## config.mk

```make
export PLATFORM = sky130hd
export DESIGN_NAME = key_debounce_long_press_repeat
export DESIGN_NICKNAME = d
export VERILOG_FILES = /design/src/rtl/kdlp_pkg.sv /design/src/rtl/kdlp_cfg.sv /design/src/rtl/kdlp_fsm.sv /design/src/rtl/key_debounce_long_press_repeat.sv
export SDC_FILE = /design/constraint.sdc
export NUM_CORES = 1
export LEC_CHECK = 0
export ABC_AREA = 1
export BUFFER_PORTS_ARGS = -buffer_cell sky130_fd_sc_hd__buf_4
export CELL_PAD_IN_SITES_DETAIL_PLACEMENT = 2
export CELL_PAD_IN_SITES_GLOBAL_PLACEMENT = 2
export CORE_MARGIN = 2
export CORE_UTILIZATION = 32
export CTS_BUF_LIST = sky130_fd_sc_hd__clkbuf_16
export DETAILED_ROUTE_END_ITERATION = 10
export GPL_TIMING_DRIVEN = 0
export HOLD_SLACK_MARGIN = 0.1
export PLACE_DENSITY = 0.75
export SYNTH_ARGS = -nofsm -noshare
export SYNTH_HDL_FRONTEND = slang
export SYNTH_SLANG_ARGS = --single-unit
```

## constraint.sdc

```tcl
create_clock -name clk -period 4.5 [get_ports clk]
set_input_delay 0.9 -clock clk [delete_from_list [all_inputs] [get_ports clk]]
set_output_delay 0.9 -clock clk [all_outputs]
set_load 0.03 [all_outputs]
```

## src/rtl/kdlp_pkg.sv

```systemverilog
// Package with shared types and codes for the key debouncer with long press and repeat.
`timescale 1ns / 1ps

package kdlp_pkg;

  // Widths of the tick data, the event codes and the configuration register index.
  localparam int TICK_W  = 32;
  localparam int EVENT_W = 3;
  localparam int INDEX_W = 3;

  // Event codes carried on the result channel.
  localparam logic [EVENT_W-1:0] EV_NONE      = 3'd0;
  localparam logic [EVENT_W-1:0] EV_PRESSED   = 3'd1;
  localparam logic [EVENT_W-1:0] EV_SHORT_REL = 3'd2;
  localparam logic [EVENT_W-1:0] EV_LONG      = 3'd3;
  localparam logic [EVENT_W-1:0] EV_LONG_REL  = 3'd4;
  localparam logic [EVENT_W-1:0] EV_REPEAT    = 3'd5;

  // Configuration register indexes.
  localparam logic [INDEX_W-1:0] REG_ENABLE          = 3'd0;
  localparam logic [INDEX_W-1:0] REG_PRESS_LOW       = 3'd1;
  localparam logic [INDEX_W-1:0] REG_DEBOUNCE        = 3'd2;
  localparam logic [INDEX_W-1:0] REG_LONG_PRESS      = 3'd3;
  localparam logic [INDEX_W-1:0] REG_REPEAT_START    = 3'd4;
  localparam logic [INDEX_W-1:0] REG_REPEAT_INTERVAL = 3'd5;

  // Reset values of the configuration registers.
  localparam logic [TICK_W-1:0] RST_DEBOUNCE        = 32'd20;
  localparam logic [TICK_W-1:0] RST_LONG_PRESS      = 32'd1000;
  localparam logic [TICK_W-1:0] RST_REPEAT_START    = 32'd500;
  localparam logic [TICK_W-1:0] RST_REPEAT_INTERVAL = 32'd100;

  // Configuration as seen by the key state machine.
  typedef struct packed {
    logic              enable;
    logic              press_low;
    logic [TICK_W-1:0] debounce_ticks;
    logic [TICK_W-1:0] long_press_ticks;
    logic [TICK_W-1:0] repeat_start_ticks;
    logic [TICK_W-1:0] repeat_interval_ticks;
  } cfg_t;

endpackage

```

## src/rtl/kdlp_cfg.sv

```systemverilog
// Configuration register file with a plain write port.
`timescale 1ns / 1ps

module kdlp_cfg
  import kdlp_pkg::*;
(
  input  logic               clk,
  input  logic               rst_n,
  input  logic               cfg_wr_en,
  input  logic [INDEX_W-1:0] cfg_index,
  input  logic [TICK_W-1:0]  cfg_wdata,
  output cfg_t               cfg
);

  cfg_t cfg_r;
  cfg_t cfg_nxt;

  // Decode the register index; indexes past the list are ignored.
  always_comb begin
    cfg_nxt = cfg_r;
    if (cfg_wr_en) begin
      unique case (cfg_index)
        REG_ENABLE:          cfg_nxt.enable                = cfg_wdata[0];
        REG_PRESS_LOW:       cfg_nxt.press_low             = cfg_wdata[0];
        REG_DEBOUNCE:        cfg_nxt.debounce_ticks        = cfg_wdata;
        REG_LONG_PRESS:      cfg_nxt.long_press_ticks      = cfg_wdata;
        REG_REPEAT_START:    cfg_nxt.repeat_start_ticks    = cfg_wdata;
        REG_REPEAT_INTERVAL: cfg_nxt.repeat_interval_ticks = cfg_wdata;
        default:             cfg_nxt = cfg_r;
      endcase
    end
  end

  always_ff @(posedge clk) begin
    if (!rst_n) begin
      cfg_r.enable                <= 1'b1;
      cfg_r.press_low             <= 1'b1;
      cfg_r.debounce_ticks        <= RST_DEBOUNCE;
      cfg_r.long_press_ticks      <= RST_LONG_PRESS;
      cfg_r.repeat_start_ticks    <= RST_REPEAT_START;
      cfg_r.repeat_interval_ticks <= RST_REPEAT_INTERVAL;
    end else begin
      cfg_r <= cfg_nxt;
    end
  end

  assign cfg = cfg_r;

endmodule

```

## src/rtl/kdlp_fsm.sv

```systemverilog
// Key phase state machine: polarity, elapsed-time compare and event decode.
`timescale 1ns / 1ps

module kdlp_fsm
  import kdlp_pkg::*;
(
  input  logic               clk,
  input  logic               rst_n,
  input  logic               step,
  input  logic               raw_pin,
  input  logic [TICK_W-1:0]  now_ticks,
  input  cfg_t               cfg,
  output logic [EVENT_W-1:0] event_code,
  output logic               logical_level
);

  // Phase codes of the key.
  localparam logic [2:0] PH_RELEASED = 3'd0;
  localparam logic [2:0] PH_DEBOUNCE = 3'd1;
  localparam logic [2:0] PH_PRESSED  = 3'd2;
  localparam logic [2:0] PH_LONG     = 3'd3;
  localparam logic [2:0] PH_REPEAT   = 3'd4;

  logic [2:0]        phase_r;
  logic [2:0]        phase_nxt;
  logic [TICK_W-1:0] mark_r;
  logic [TICK_W-1:0] mark_nxt;
  logic [TICK_W-1:0] repeat_r;
  logic [TICK_W-1:0] repeat_nxt;

  logic              level;
  logic              held;
  logic [TICK_W-1:0] stamp;
  logic [TICK_W-1:0] thresh;
  logic [TICK_W-1:0] elapsed;
  logic              expired;
  logic [EVENT_W-1:0] ev;

  // Normalize the pin: 0 means pressed.
  assign level = cfg.press_low ? raw_pin : ~raw_pin;
  assign held  = ~level;

  // One wrapping subtract and compare, with stamp and threshold picked by phase.
  assign stamp = (phase_r == PH_REPEAT) ? repeat_r : mark_r;

  always_comb begin
    case (phase_r)
      PH_DEBOUNCE: thresh = cfg.debounce_ticks;
      PH_PRESSED:  thresh = cfg.long_press_ticks;
      PH_LONG:     thresh = cfg.repeat_start_ticks;
      default:     thresh = cfg.repeat_interval_ticks;
    endcase
  end

  assign elapsed = now_ticks - stamp;
  assign expired = (elapsed >= thresh);

  // Next phase and event for this beat.
  always_comb begin
    phase_nxt  = phase_r;
    mark_nxt   = mark_r;
    repeat_nxt = repeat_r;
    ev         = EV_NONE;
    unique case (phase_r)
      PH_RELEASED: begin
        if (held) begin
          phase_nxt = PH_DEBOUNCE;
          mark_nxt  = now_ticks;
        end
      end
      PH_DEBOUNCE: begin
        if (!held) begin
          phase_nxt = PH_RELEASED;
        end else if (expired) begin
          phase_nxt = PH_PRESSED;
          mark_nxt  = now_ticks;
          ev        = EV_PRESSED;
        end
      end
      PH_PRESSED: begin
        if (!held) begin
          phase_nxt = PH_RELEASED;
          ev        = EV_SHORT_REL;
        end else if (expired) begin
          phase_nxt = PH_LONG;
          mark_nxt  = now_ticks;
          ev        = EV_LONG;
        end
      end
      PH_LONG: begin
        if (!held) begin
          phase_nxt = PH_RELEASED;
          ev        = EV_LONG_REL;
        end else if (expired) begin
          phase_nxt  = PH_REPEAT;
          repeat_nxt = now_ticks;
        end
      end
      PH_REPEAT: begin
        if (!held) begin
          phase_nxt = PH_RELEASED;
        end else if (expired) begin
          repeat_nxt = now_ticks;
          ev         = EV_REPEAT;
        end
      end
      default: begin
        phase_nxt = PH_RELEASED;
      end
    endcase
  end

  // While disabled the state holds and the result reads as released.
  always_ff @(posedge clk) begin
    if (!rst_n) begin
      phase_r  <= PH_RELEASED;
      mark_r   <= '0;
      repeat_r <= '0;
    end else if (step && cfg.enable) begin
      phase_r  <= phase_nxt;
      mark_r   <= mark_nxt;
      repeat_r <= repeat_nxt;
    end
  end

  assign event_code    = cfg.enable ? ev : EV_NONE;
  assign logical_level = cfg.enable ? level : 1'b1;

endmodule

```

## src/rtl/key_debounce_long_press_repeat.sv

```systemverilog
// Top level of the key debouncer with long press and auto-repeat.
`timescale 1ns / 1ps

// Usage:
//   Input channel: one beat per scan carries in_raw_pin and in_now_ticks.
//   A beat is taken when in_valid is high and in_stall is low.
//   Result channel: one beat per scan carries out_event_code and
//   out_logical_level; it is taken when out_valid is high and out_stall low.
//   Configuration: cfg_wr_en writes cfg_wdata to the register at cfg_index
//   (0 enable, 1 pin polarity, 2..5 tick thresholds); write only when idle.
//   An input beat passes through the input register, from which the phase
//   machine updates as the beat leaves, and then through the result
//   register. Throughput is one scan per cycle while the receiver does not
//   stall, set by the elapsed-time compare and phase update.
//   When the receiver stalls, the result register holds its beat and the
//   input register fills; in_stall rises only when both are occupied.
//   Synchronous reset (rst_n low) empties both registers, puts the key in
//   the released phase with zero time stamps and loads the default
//   configuration.
module key_debounce_long_press_repeat
  import kdlp_pkg::*;
(
  input  logic               clk,
  input  logic               rst_n,
  input  logic               in_valid,
  output logic               in_stall,
  input  logic               in_raw_pin,
  input  logic [TICK_W-1:0]  in_now_ticks,
  output logic               out_valid,
  input  logic               out_stall,
  output logic [EVENT_W-1:0] out_event_code,
  output logic               out_logical_level,
  input  logic               cfg_wr_en,
  input  logic [INDEX_W-1:0] cfg_index,
  input  logic [TICK_W-1:0]  cfg_wdata
);

  cfg_t cfg;

  logic               s1_valid_r;
  logic               s1_raw_r;
  logic [TICK_W-1:0]  s1_now_r;
  logic               out_valid_r;
  logic [EVENT_W-1:0] out_code_r;
  logic               out_level_r;

  logic               out_ready;
  logic               s1_fire;
  logic               in_fire;
  logic [EVENT_W-1:0] fsm_code;
  logic               fsm_level;

  kdlp_cfg u_cfg (
    .clk       (clk),
    .rst_n     (rst_n),
    .cfg_wr_en (cfg_wr_en),
    .cfg_index (cfg_index),
    .cfg_wdata (cfg_wdata),
    .cfg       (cfg)
  );

  kdlp_fsm u_fsm (
    .clk           (clk),
    .rst_n         (rst_n),
    .step          (s1_fire),
    .raw_pin       (s1_raw_r),
    .now_ticks     (s1_now_r),
    .cfg           (cfg),
    .event_code    (fsm_code),
    .logical_level (fsm_level)
  );

  // Pipeline handshake: the result register frees when empty or taken.
  assign out_ready = !out_valid_r || !out_stall;
  assign s1_fire   = s1_valid_r && out_ready;
  assign in_stall  = s1_valid_r && !out_ready;
  assign in_fire   = in_valid && !in_stall;

  // Input register.
  always_ff @(posedge clk) begin
    if (!rst_n) begin
      s1_valid_r <= 1'b0;
    end else if (in_fire) begin
      s1_valid_r <= 1'b1;
    end else if (s1_fire) begin
      s1_valid_r <= 1'b0;
    end
  end

  always_ff @(posedge clk) begin
    if (in_fire) begin
      s1_raw_r <= in_raw_pin;
      s1_now_r <= in_now_ticks;
    end
  end

  // Result register.
  always_ff @(posedge clk) begin
    if (!rst_n) begin
      out_valid_r <= 1'b0;
    end else if (out_ready) begin
      out_valid_r <= s1_valid_r;
    end
  end

  always_ff @(posedge clk) begin
    if (s1_fire) begin
      out_code_r  <= fsm_code;
      out_level_r <= fsm_level;
    end
  end

  assign out_valid         = out_valid_r;
  assign out_event_code    = out_code_r;
  assign out_logical_level = out_level_r;

  // Press-type events are only reported with the key held down.
  a_press_level : assert property (@(posedge clk) disable iff (!rst_n)
    out_valid_r && (out_code_r == EV_PRESSED || out_code_r == EV_LONG ||
                    out_code_r == EV_REPEAT) |-> !out_level_r)
    else $error("press event reported with released level");

  // Release events are only reported with the key up.
  a_release_level : assert property (@(posedge clk) disable iff (!rst_n)
    out_valid_r && (out_code_r == EV_SHORT_REL || out_code_r == EV_LONG_REL)
    |-> out_level_r)
    else $error("release event reported with pressed level");

  // A beat leaving the input register lands in the result register.
  a_advance : assert property (@(posedge clk) disable iff (!rst_n)
    s1_fire |=> out_valid_r)
    else $error("beat lost between input and result registers");

  // Backpressure only appears with both registers occupied.
  a_stall_full : assert property (@(posedge clk) disable iff (!rst_n)
    in_stall |-> s1_valid_r && out_valid_r)
    else $error("input stalled with a free register");

endmodule
```

# After elaboration in Yosys (flattened, before gate mapping)

Cells that the tools add are included.

Add/subtract/negate cells: 1
Multiply operators: 0
Divide/modulo/power cells: 0
Order comparisons: 1
Eq/ne operators: 16
Shift-type cells: 0
Multiplexer cells: 26
Bitwise operators: 2
Reduce and logical (&&, ||, !) cells: 24

Operators with widths:

| operator           | count |
|---|---|
| $mux 32            | 4 |
| $pmux 32 s3        | 1 |
| $pmux 32 s2        | 1 |
| $mux 3             | 13 |
| $ge 32x32->1       | 1 |
| $sub 32x32->32     | 1 |
| $pmux 3 s5         | 1 |
| $eq 3x2->1 const B | 4 |
| $pmux 3 s4         | 1 |
| $reduce_and 2->1   | 6 |
| $eq 3x3->1 const B | 3 |
| $ne 3x1->1 const B | 3 |
| $eq 3x1->1 const B | 2 |
| $logic_not 3->1    | 2 |
| $reduce_and 6->1   | 1 |
| $reduce_and 5->1   | 1 |
| $logic_and 1x1->1  | 4 |
| $logic_not 1->1    | 4 |
| $mux 1             | 4 |
| $ne 2x1->1 const B | 2 |
| $ne 2x2->1 const B | 2 |
| $reduce_and 4->1   | 1 |
| $reduce_bool 2->1  | 2 |
| $reduce_or 2->1    | 2 |
| 3 further kinds    | 4 |

Register bits: 236
Latch bits: 0
Memory bits (writable): 0
Memory bits (read-only): 0
Input port bits: 73
Output and inout bits: 6
Memories kept: 0

# Longest topological paths before layout

Gate-level depths: netlist of run 1.

Depth after elaboration: 7
Mapped depth: 30
Mapped depth without buffers: 27

# Cells and area by module

Synthesis of run 1 repeated with hierarchy kept, for this count alone.

Cell total of the unflattened synthesis: 1881
Area, all modules: 12932.4 um2

By module, submodules not included:

| module                         | instances | cells an instance | area an instance (um2) |
|---|---|---|---|
| kdlp_fsm                       | 1         | 1096              | 6640.1 |
| kdlp_cfg                       | 1         | 735               | 5086.1 |
| key_debounce_long_press_repeat | 1         | 50                | 1206.2 |

# Least setup slack after synthesis of run 1

Ideal clock, no wire load.

Kind: register to register
From: register u_fsm.phase_r[0]
To: register u_fsm.mark_r[12]
Data arrival time: 4.136 ns
Required time: 4.387 ns
Slack: 0.252 ns
Cell stages (with the launch flop): 29
Path buffers: 4
Cells stage by stage: dfxtp_1 > buf_4 > nor2_1 > nand2_1 > clkbuf_1 > clkbuf_1 > nor2_1 > a21oi_1 > ha_1 > fa_1 > o21ai_2 > a21oi_1 > o21ai_0 > nand2_1 > nand2_1 > nand3_1 > nand3_1 > nand2_1 > ha_1 > nand2_1 > nor2_1 > nand2_1 > nor2_1 > nand2_1 > nand3_1 > nand3_4 > buf_2 > nor2_1 > nor2_1

Cells in the longest elaborated chain, start to end: 6

RTL lines:

| element                           | line            | text |
|---|---|---|
| from (decl)                       | kdlp_fsm.sv:24  | `logic [2:0] phase_r;` |
| from (signal assigned)            | kdlp_fsm.sv:120 | `phase_r <= phase_nxt;` |
| $eq 3x3->1                        | kdlp_fsm.sv:44  | `assign stamp = (phase_r == PH_REPEAT) ? repeat_r : mark_r;` |
| $mux 32                           | kdlp_fsm.sv:44  |  |
| $sub 32x32->32                    | kdlp_fsm.sv:55  | `assign elapsed = now_ticks - stamp;` |
| $ge 32x32->1                      | kdlp_fsm.sv:56  | `assign expired = (elapsed >= thresh);` |
| $ne 2x1->1 (no source line)       | --              |  |
| $reduce_and 5->1 (no source line) | --              |  |
| to (signal assigned)              | kdlp_fsm.sv:121 | `mark_r <= mark_nxt;` |
| to (decl)                         | kdlp_fsm.sv:26  | `logic [TICK_W-1:0] mark_r;` |

Several ways; a longest one is shown, not always the timed one.
A chain may end at the register's enable or synchronous reset.

# Worst setup path in the final report of run 1

From: register u_fsm.phase_r[0]
To: register u_fsm.repeat_r[28]

Cells in the longest elaborated chain, start to end: 5

RTL lines:

| element                             | line                           | text |
|---|---|---|
| $eq 3x3->1                          | kdlp_fsm.sv:44, kdlp_fsm.sv:64 |  |
| $mux 32                             | kdlp_fsm.sv:44                 |  |
| $sub 32x32->32                      | kdlp_fsm.sv:55                 |  |
| $ge 32x32->1                        | kdlp_fsm.sv:56                 |  |
| $reduce_and 4->1 (no source line) * | --                             |  |
| to (signal assigned)                | kdlp_fsm.sv:122                | `repeat_r <= repeat_nxt;` |
| to (decl)                           | kdlp_fsm.sv:28                 | `logic [TICK_W-1:0] repeat_r;` |

Every way passes the cells marked *; elsewhere a longest branch is shown, timed or not.

==> results of run 1 <==
logic make-up (layout without fill, tap and decap cells):
family | count (synthesis) | count (layout) | synth area share [%]
and+or+nand+nor | 780 | 780 | 25.8
AOI/OAI and AO/OA | 347 | 347 | 16.1
DFF | 236 | 236 | 42.6
buffers and inverters | 185 | 378 | 6.47
adders and majority gates | 64 | 64 | 6.76
xor gates and xnor gates | 29 | 29 | 2.19
sequential cells by signal, indices dropped and copies added, names as in the netlist:
signal,flops
out_logical_level,1
u_fsm.mark_r,32
s1_raw_r,1
out_valid,1
u_fsm.repeat_r,32
out_event_code,3
u_cfg.cfg,130
s1_now_r,32
s1_valid_r,1
u_fsm.phase_r,3
power breakdown:
group | total [mW] | switching, mW | internal [mW] | leakage, nW
Combinational | 2.55 | 1.58 | 0.973 | 4.32
Sequential | 2.30 | 0.0604 | 2.24 | 1.98
Clock | 2.20 | 0.981 | 1.22 | 0.473
Total | 7.05 | 2.62 | 4.44 | 6.77
routing by layer:
layer | vias to the layer above | GRT usage (%) | share of wire, %
li1 | 5747 | - | -
met1 | 6113 | 28.8 | 41
met2 | 256 | 46.4 | 53
met3 | 114 | 3.57 | 3.4
met4 | 0 | 7.07 | 3.3
met5 | - | 0 | 0
cells in the final DEF, fill, tap and decap left out, types with 5 or more instances in the layout:
| master | synthesis | layout |
|---|---|---|
| nor3_1 | 7 | 5 |
| a21oi_2 | 1 | 18 |
| buf_6 | 7 | 12 |
| nor2_1 | 407 | 350 |
| ha_4 | 0 | 8 |
| nand3_1 | 56 | 53 |
| a21o_1 | 8 | 6 |
| buf_4 | 2 | 125 |
| buf_12 | 0 | 9 |
| xnor2_1 | 10 | 7 |
| edfxtp_1 | 37 | 37 |
| a21oi_4 | 0 | 8 |
| buf_2 | 12 | 9 |
| inv_1 | 100 | 112 |
| a21oi_1 | 57 | 32 |
| o21ai_4 | 0 | 7 |
| o21ai_0 | 205 | 162 |
| nand2_1 | 289 | 220 |
| xor2_1 | 18 | 9 |
| nand4_1 | 10 | 10 |
| nand2_2 | 2 | 50 |
| nor2_4 | 0 | 9 |
| ha_1 | 63 | 45 |
| xor2_2 | 1 | 10 |
| o22ai_1 | 7 | 7 |
| o21ai_2 | 3 | 19 |
| ha_2 | 0 | 10 |
| clkbuf_16 | 0 | 32 |
| nor2_2 | 0 | 48 |
| clkbuf_1 | 58 | 50 |
| o21ai_1 | 13 | 33 |
| a22o_1 | 7 | 7 |
| nand2_4 | 0 | 19 |
| a22oi_1 | 25 | 25 |
| dfxtp_1 | 199 | 197 |
how the worst max path moves through the flow:
| stage | from | end | cells after the start |
|---|---|---|---|
| 2_1_floorplan | u_fsm.phase_r[0] | u_fsm.mark_r[12] | 28 |
| 3_3_place_gp | u_fsm.phase_r[0] | u_fsm.mark_r[21] | 27 |
| 3_5_place_dp | u_fsm.phase_r[0] | u_fsm.mark_r[22] | 28 |
| 4_1_cts | u_fsm.phase_r[1] | u_fsm.repeat_r[26] | 28 |
| 5_1_grt | u_fsm.phase_r[0] | u_fsm.repeat_r[0] | 29 |
| 6_report | u_fsm.phase_r[0] | u_fsm.repeat_r[28] | 31 |
stage by stage:
| stage | setup TNS, ps | hold slack [ps] | std cells |
|---|---|---|---|
| after detailed placement | -107170 | 447 | 2186 |
| after global placement | -97970 | 435 | 2186 |
| after global routing | -25370 | 470 | 2302 |
| after floorplan | 0 | 425 | 1641 |
| after CTS | -815 | 462 | 2276 |
| final | -13490 | 463 | 2302 |
critical path, delay by kind of cell (launching register included):
kind | cells | cell delay, ps
AND/OR/NAND/NOR | 15 | 1530
AO/OA/AOI/OAI | 7 | 1010
adder cells (fa/ha/maj) | 2 | 700
buffers and inverters | 7 | 1110
flip-flops | 1 | 360
timing repair:
| item | 4_1_cts | 5_1_grt |
|---|---|---|
| cloned | 6 | 1 |
| setup buffers | 32 | 26 |
| endpoints found under the setup margin | 70 | 70 |
| pin swaps | 38 | 84 |
| resized for setup | 165 | 244 |
area by class of cell:
type                       count  area, um2  share of cell area (%)
sequential                   236       5100                    31.9
clock inverter                24        141                   0.884
multi-input combinational   1220       7270                    45.4
inverter                     103        399                    2.49
tap                          468        586                    3.66
buffer                        80        527                    3.29
timing repair buffer         142       1250                    7.83
clock buffer                  29        726                    4.54
==> flow_summary_export.csv, run 1 <==
group,metric,value,unit
setup_path,r2r_end,"u_fsm.repeat_r[28]",
floorplan,num_rows,70,
timing,tightest_slew,930,ps
timing,fmax,207,MHz
floorplan,core,0.0367,mm2
drt,ant_nets,0,
setup_path,critical-path-max-stage-delay,400,ps
hold_path,worstHoldStart,"u_cfg.cfg[69]",
drt,dr.pass1.iters,5,
clock_tree,tritoncts,"yes",
drt,routed_wl,53100,um
timing,layout_setup_ws,-343,ps
clock_tree,htreeDepth,1,
pwr,ir_drop,248,uV
timing,finalMaxSlewViolations,0,
drt,route.detailed.drc,0,
logic_synthesis,synthCells,1641,
final_layout,nFillCells,4117,
final_layout,fin_area,0.0160,mm2
timing,min_period,4840,ps
grt,grt_overflow,0,
placed_design,dpl_cell_area,0.0131,mm2
logic_synthesis,synth_largest_area_cell,"dfxtp_1",
setup_path,cpMaxStageDelayCell,"ha_1",
logic_synthesis,ys.flop_type,"dfxtp_1",
placed_design,finalWeightedCongestion,0.850,
setup_path,startpoint_type,"flip-flop",
setup_path,r2r_cells,31,
clock_tree,cts_made_buffers,29,
floorplan,die-area,0.0389,mm2
logic_synthesis,syn-cell-area,0.0120,mm2
logic_synthesis,synth.area.top_cells,"dfxtp_1, nor2_1, edfxtp_1",
final_layout,nets,1949,
setup_path,cp-end-kind,"flip-flop",
hold_path,worstHoldEndpoint,"u_cfg.cfg[69]",
logic_synthesis,ys_types,47,
job,drv_cap,0,
floorplan,start_util,32.6,%
grt,grt_first_pass_wirelength,74200,um
logic_synthesis,synth_fp_nets,1778,
grt,grt_antenna_before_repair,0,
floorplan,io_pins,79,
final_layout,final_util,43.6,%
timing,period_share,108,%
pwr,total_power,7.05,mW
drt,viasPerCell,5.31,
clock_tree,clock_latency,590,ps
setup_path,r2r_slack,-340,ps
final_layout,synthToLayoutAreaGrowth,33.8,%
logic_synthesis,yosysMostFrequentCell,"nor2_1",
grt,grt_pass1_vias,13200,
logic_synthesis,syn_area_per_cell,7.29,um2
outcome,status,"finished, violations left",
pwr,leakage,6.77,nW
timing,finalSetupViolCount,70,
final_layout,diodes,0,
timing,fin_skew,17.7,ps
setup_path,path_common_cell,"nand2_1",
setup_path,r2r-start,"u_fsm.phase_r[0]",
hold_path,hp-class,"reg2reg",
logic_synthesis,synth_enable_flop_cells,37,
logic_synthesis,synth_top_area_share,33.3,%
placed_design,dpl.hpwl,32900,um
setup_path,cp.required,5000,ps
outcome,violations,"setup timing",
clock_tree,cts.clk_slew.worst_paths,70,ps
hold_path,hold_depth,2,
placed_design,place_ws,-1630,ps
logic_synthesis,yosys_warnings,0,
logic_synthesis,synth_seq_cells,236,
timing,relSlewSlack,37.5,%
drt,post_drt_wl_per_cell,23.1,um
setup_path,path_class,"reg2reg",
logic_synthesis,seq_area_frac_synth,42.6,%
setup_path,cp.arrival,5340,ps
drt,vias,12200,
logic_synthesis,synth_top_cells_by_count,"nor2_1, nand2_1, o21ai_0",
final_layout,drive_above_1_share,24.5,%
clock_tree,cts.sinks,236,
grt,grt_max_degree,34,
drt,drt_iter0_markers,517,
timing,rsz0062_at_grt,"yes",
grt,track_usage,24.6,%
logic_synthesis,synth_async_sr_flop_share,0,%
floorplan,die_h,197,um
timing,hold_viol_final,0,
setup_path,cp_max_fo,6,
floorplan,die_w,197,um
clock_tree,root_buffer,"clkbuf_16",
clock_tree,clock_path_buffers,3,
placed_design,port_buffers,77,
clock_tree,hold_buffers,0,
pwr,power_density,441,mW/mm2
Note: power is estimated with default switching activity, not from simulation.
==> run 2, diff against run 1 <==
--- a/config.mk
+++ b/config.mk
@@ -15,7 +15,7 @@
 export DETAILED_ROUTE_END_ITERATION = 10
 export GPL_TIMING_DRIVEN = 0
 export HOLD_SLACK_MARGIN = 0.1
-export PLACE_DENSITY = 0.75
+export PLACE_DENSITY_LB_ADDON = 0.1
 export SYNTH_ARGS = -nofsm -noshare
 export SYNTH_HDL_FRONTEND = slang
 export SYNTH_SLANG_ARGS = --single-unit
==> run 2 against run 1 <==
The run now ends clean. Combinational power down 7%. Worst setup slack better by 350 ps. Final area down 2.9%. Via count down 2.4%. Largest cell class unchanged.
==> flow_summary_export.csv, run 2 (synthesis gave the netlist of run 1 again) <==
group,metric,value,unit
drt,routed_wl,48700,um
drt,viasPerCell,5.20,
pwr,power_density,447,mW/mm2
floorplan,die-area,0.0389,mm2
drt,route.detailed.drc,0,
final_layout,synthToLayoutAreaGrowth,29.9,%
timing,rsz0062_at_grt,"yes",
drt,dr.pass1.iters,4,
placed_design,finalWeightedCongestion,0.832,
drt,post_drt_wl_per_cell,21.2,um
floorplan,num_rows,70,
timing,fmax,223,MHz
floorplan,start_util,32.6,%
timing,period_share,99.8,%
setup_path,startpoint_type,"flip-flop",
placed_design,dpl.hpwl,33400,um
clock_tree,cts_made_buffers,29,
grt,track_usage,24.2,%
outcome,status,"finished clean",
placed_design,place_ws,-1620,ps
grt,grt_antenna_before_repair,0,
final_layout,stdcell_count,2293,
setup_path,critical-path-max-stage-delay,420,ps
clock_tree,hold_buffers,0,
setup_path,r2r_cells,29,
final_layout,final_cell_mix,"nor2_1, nand2_1, dfxtp_1",
final_layout,largest_register_ffs,130,
timing,layout_setup_ws,8.11,ps
placed_design,port_buffers,77,
pwr,ir_drop,267,uV
clock_tree,clock_latency,590,ps
timing,fin_skew,27.1,ps
timing,setup_tns,0,ps
floorplan,core,0.0367,mm2
pwr,leakage,6.60,nW
grt,grt_pass1_vias,12900,
timing,finalSetupViolCount,0,
setup_path,r2r-start,"u_fsm.phase_r[0]",
timing,tightest_slew,958,ps
timing,hold_viol_final,0,
floorplan,die_h,197,um
timing,finalMaxSlewViolations,0,
setup_path,cp.required,5000,ps
setup_path,cp_max_fo,6,
setup_path,cpMaxStageDelayCell,"ha_1",
floorplan,io_pins,79,
clock_tree,clock_path_buffers,3,
clock_tree,tritoncts,"yes",
final_layout,final_util,42.3,%
clock_tree,htreeDepth,1,
drt,drt_iter0_markers,393,
clock_tree,cts.sinks,236,
timing,relSlewSlack,35.6,%
clock_tree,cts.clk_slew.worst_paths,60,ps
setup_path,cp.arrival,4990,ps
final_layout,drive_above_1_share,20.4,%
final_layout,layout_commonest_cell,"nor2_1",
hold_path,hold_depth,2,
hold_path,worstHoldEndpoint,"u_cfg.cfg[98]",
setup_path,path_class,"reg2reg",
floorplan,die_w,197,um
final_layout,nets,1939,
grt,grt_overflow,0,
final_layout,diodes,0,
placed_design,dp.cells,2186,
grt,grt_first_pass_wirelength,73000,um
job,drv_cap,0,
setup_path,r2r_end,"u_fsm.mark_r[13]",
setup_path,r2r_slack,8,ps
setup_path,cp-end-kind,"flip-flop",
drt,ant_nets,0,
timing,min_period,4490,ps
hold_path,hp-class,"reg2reg",
final_layout,nFillCells,4172,
grt,grt_max_degree,34,
clock_tree,root_buffer,"clkbuf_16",
hold_path,worstHoldStart,"u_cfg.cfg[98]",
setup_path,path_common_cell,"nand2_2",
drt,vias,11900,
[run 2: changes by cell type in the layout (fill, tap and decap cells not counted), sizes merged]
cell,previous run,this run
nand3,57,58
clkbuf,87,90
inv,116,111
bufinv,1,2
bufbuf,0,1
clkinv,9,13
buf,164,150
[run 2: how the worst max path moves through the flow]
stage / startpoint / endpoint / slack [ps] / cells past startpoint
6_report: u_fsm.phase_r[0] / u_fsm.mark_r[13] / 8 / 29
5_1_grt: u_fsm.phase_r[0] / u_fsm.mark_r[14] / -200 / 29
4_1_cts: u_fsm.phase_r[0] / u_fsm.mark_r[2] / 5 / 25
3_5_place_dp: u_fsm.phase_r[0] / u_fsm.mark_r[22] / -1620 / 28
3_3_place_gp: u_fsm.phase_r[0] / u_fsm.mark_r[30] / -1520 / 27
2_1_floorplan: u_fsm.phase_r[0] / u_fsm.mark_r[12] / 250 / 28
[run 2: metrics by stage]
| step | instance area [um2] | power, mW | hold WS, ps |
|---|---|---|---|
| finish | 15500 | 6.94 | 472 |
| global route | 15500 | 7.35 | 471 |
| global placement | 13100 | 3.96 | 434 |
| detailed placement | 13100 | 4.04 | 455 |
| CTS | 14700 | 6.61 | 462 |
| floorplan | 12000 | 3.44 | 425 |
[run 2: what timing repair did]
| item | 4_1_cts | 5_1_grt |
|---|---|---|
| resized for setup | 113 | 165 |
| setup endpoints to repair | 70 | 70 |
| setup buffers | 25 | 24 |
| pin swaps | 19 | 67 |
| gates cloned | 4 | 1 |
[run 2: final cells by class]
cell class	instances	area [um2]	share of cell area [%]
inverters	103	394	2.54
flip-flops and latches	236	5100	32.8
well taps	468	586	3.77
clock inverters	24	168	1.08
repair buffers	130	1060	6.82
multi-input cells	1221	6990	45.0
clock buffers	30	751	4.83
plain buffers	81	487	3.13
[run 2: where the power goes]
part | internal [mW] | switching [mW] | leakage, nW
combinational | 0.918 | 1.44 | 4.15
clock | 1.32 | 0.972 | 0.475
sequential | 2.24 | 0.0571 | 1.98
total | 4.47 | 2.47 | 6.60
[run 2: routing by layer]
metal / track usage (%) / part of all wire, %
met5: 0 / 0
met4: 4.04 / 2.0
met3: 2.97 / 2.8
met2: 45.5 / 52
met1: 29.8 / 43
[run 2: worst max-delay path, delay by kind of cell, from the launching register on]
kind                     cells  cell delay [ps]
XOR/XNOR                     1              160
AND/OR/NAND/NOR             16             1640
adder cells (fa/ha/maj)      2              720
buffers and inverters        5              810
AO/OA/AOI/OAI                5              680
flip-flops                   1              370
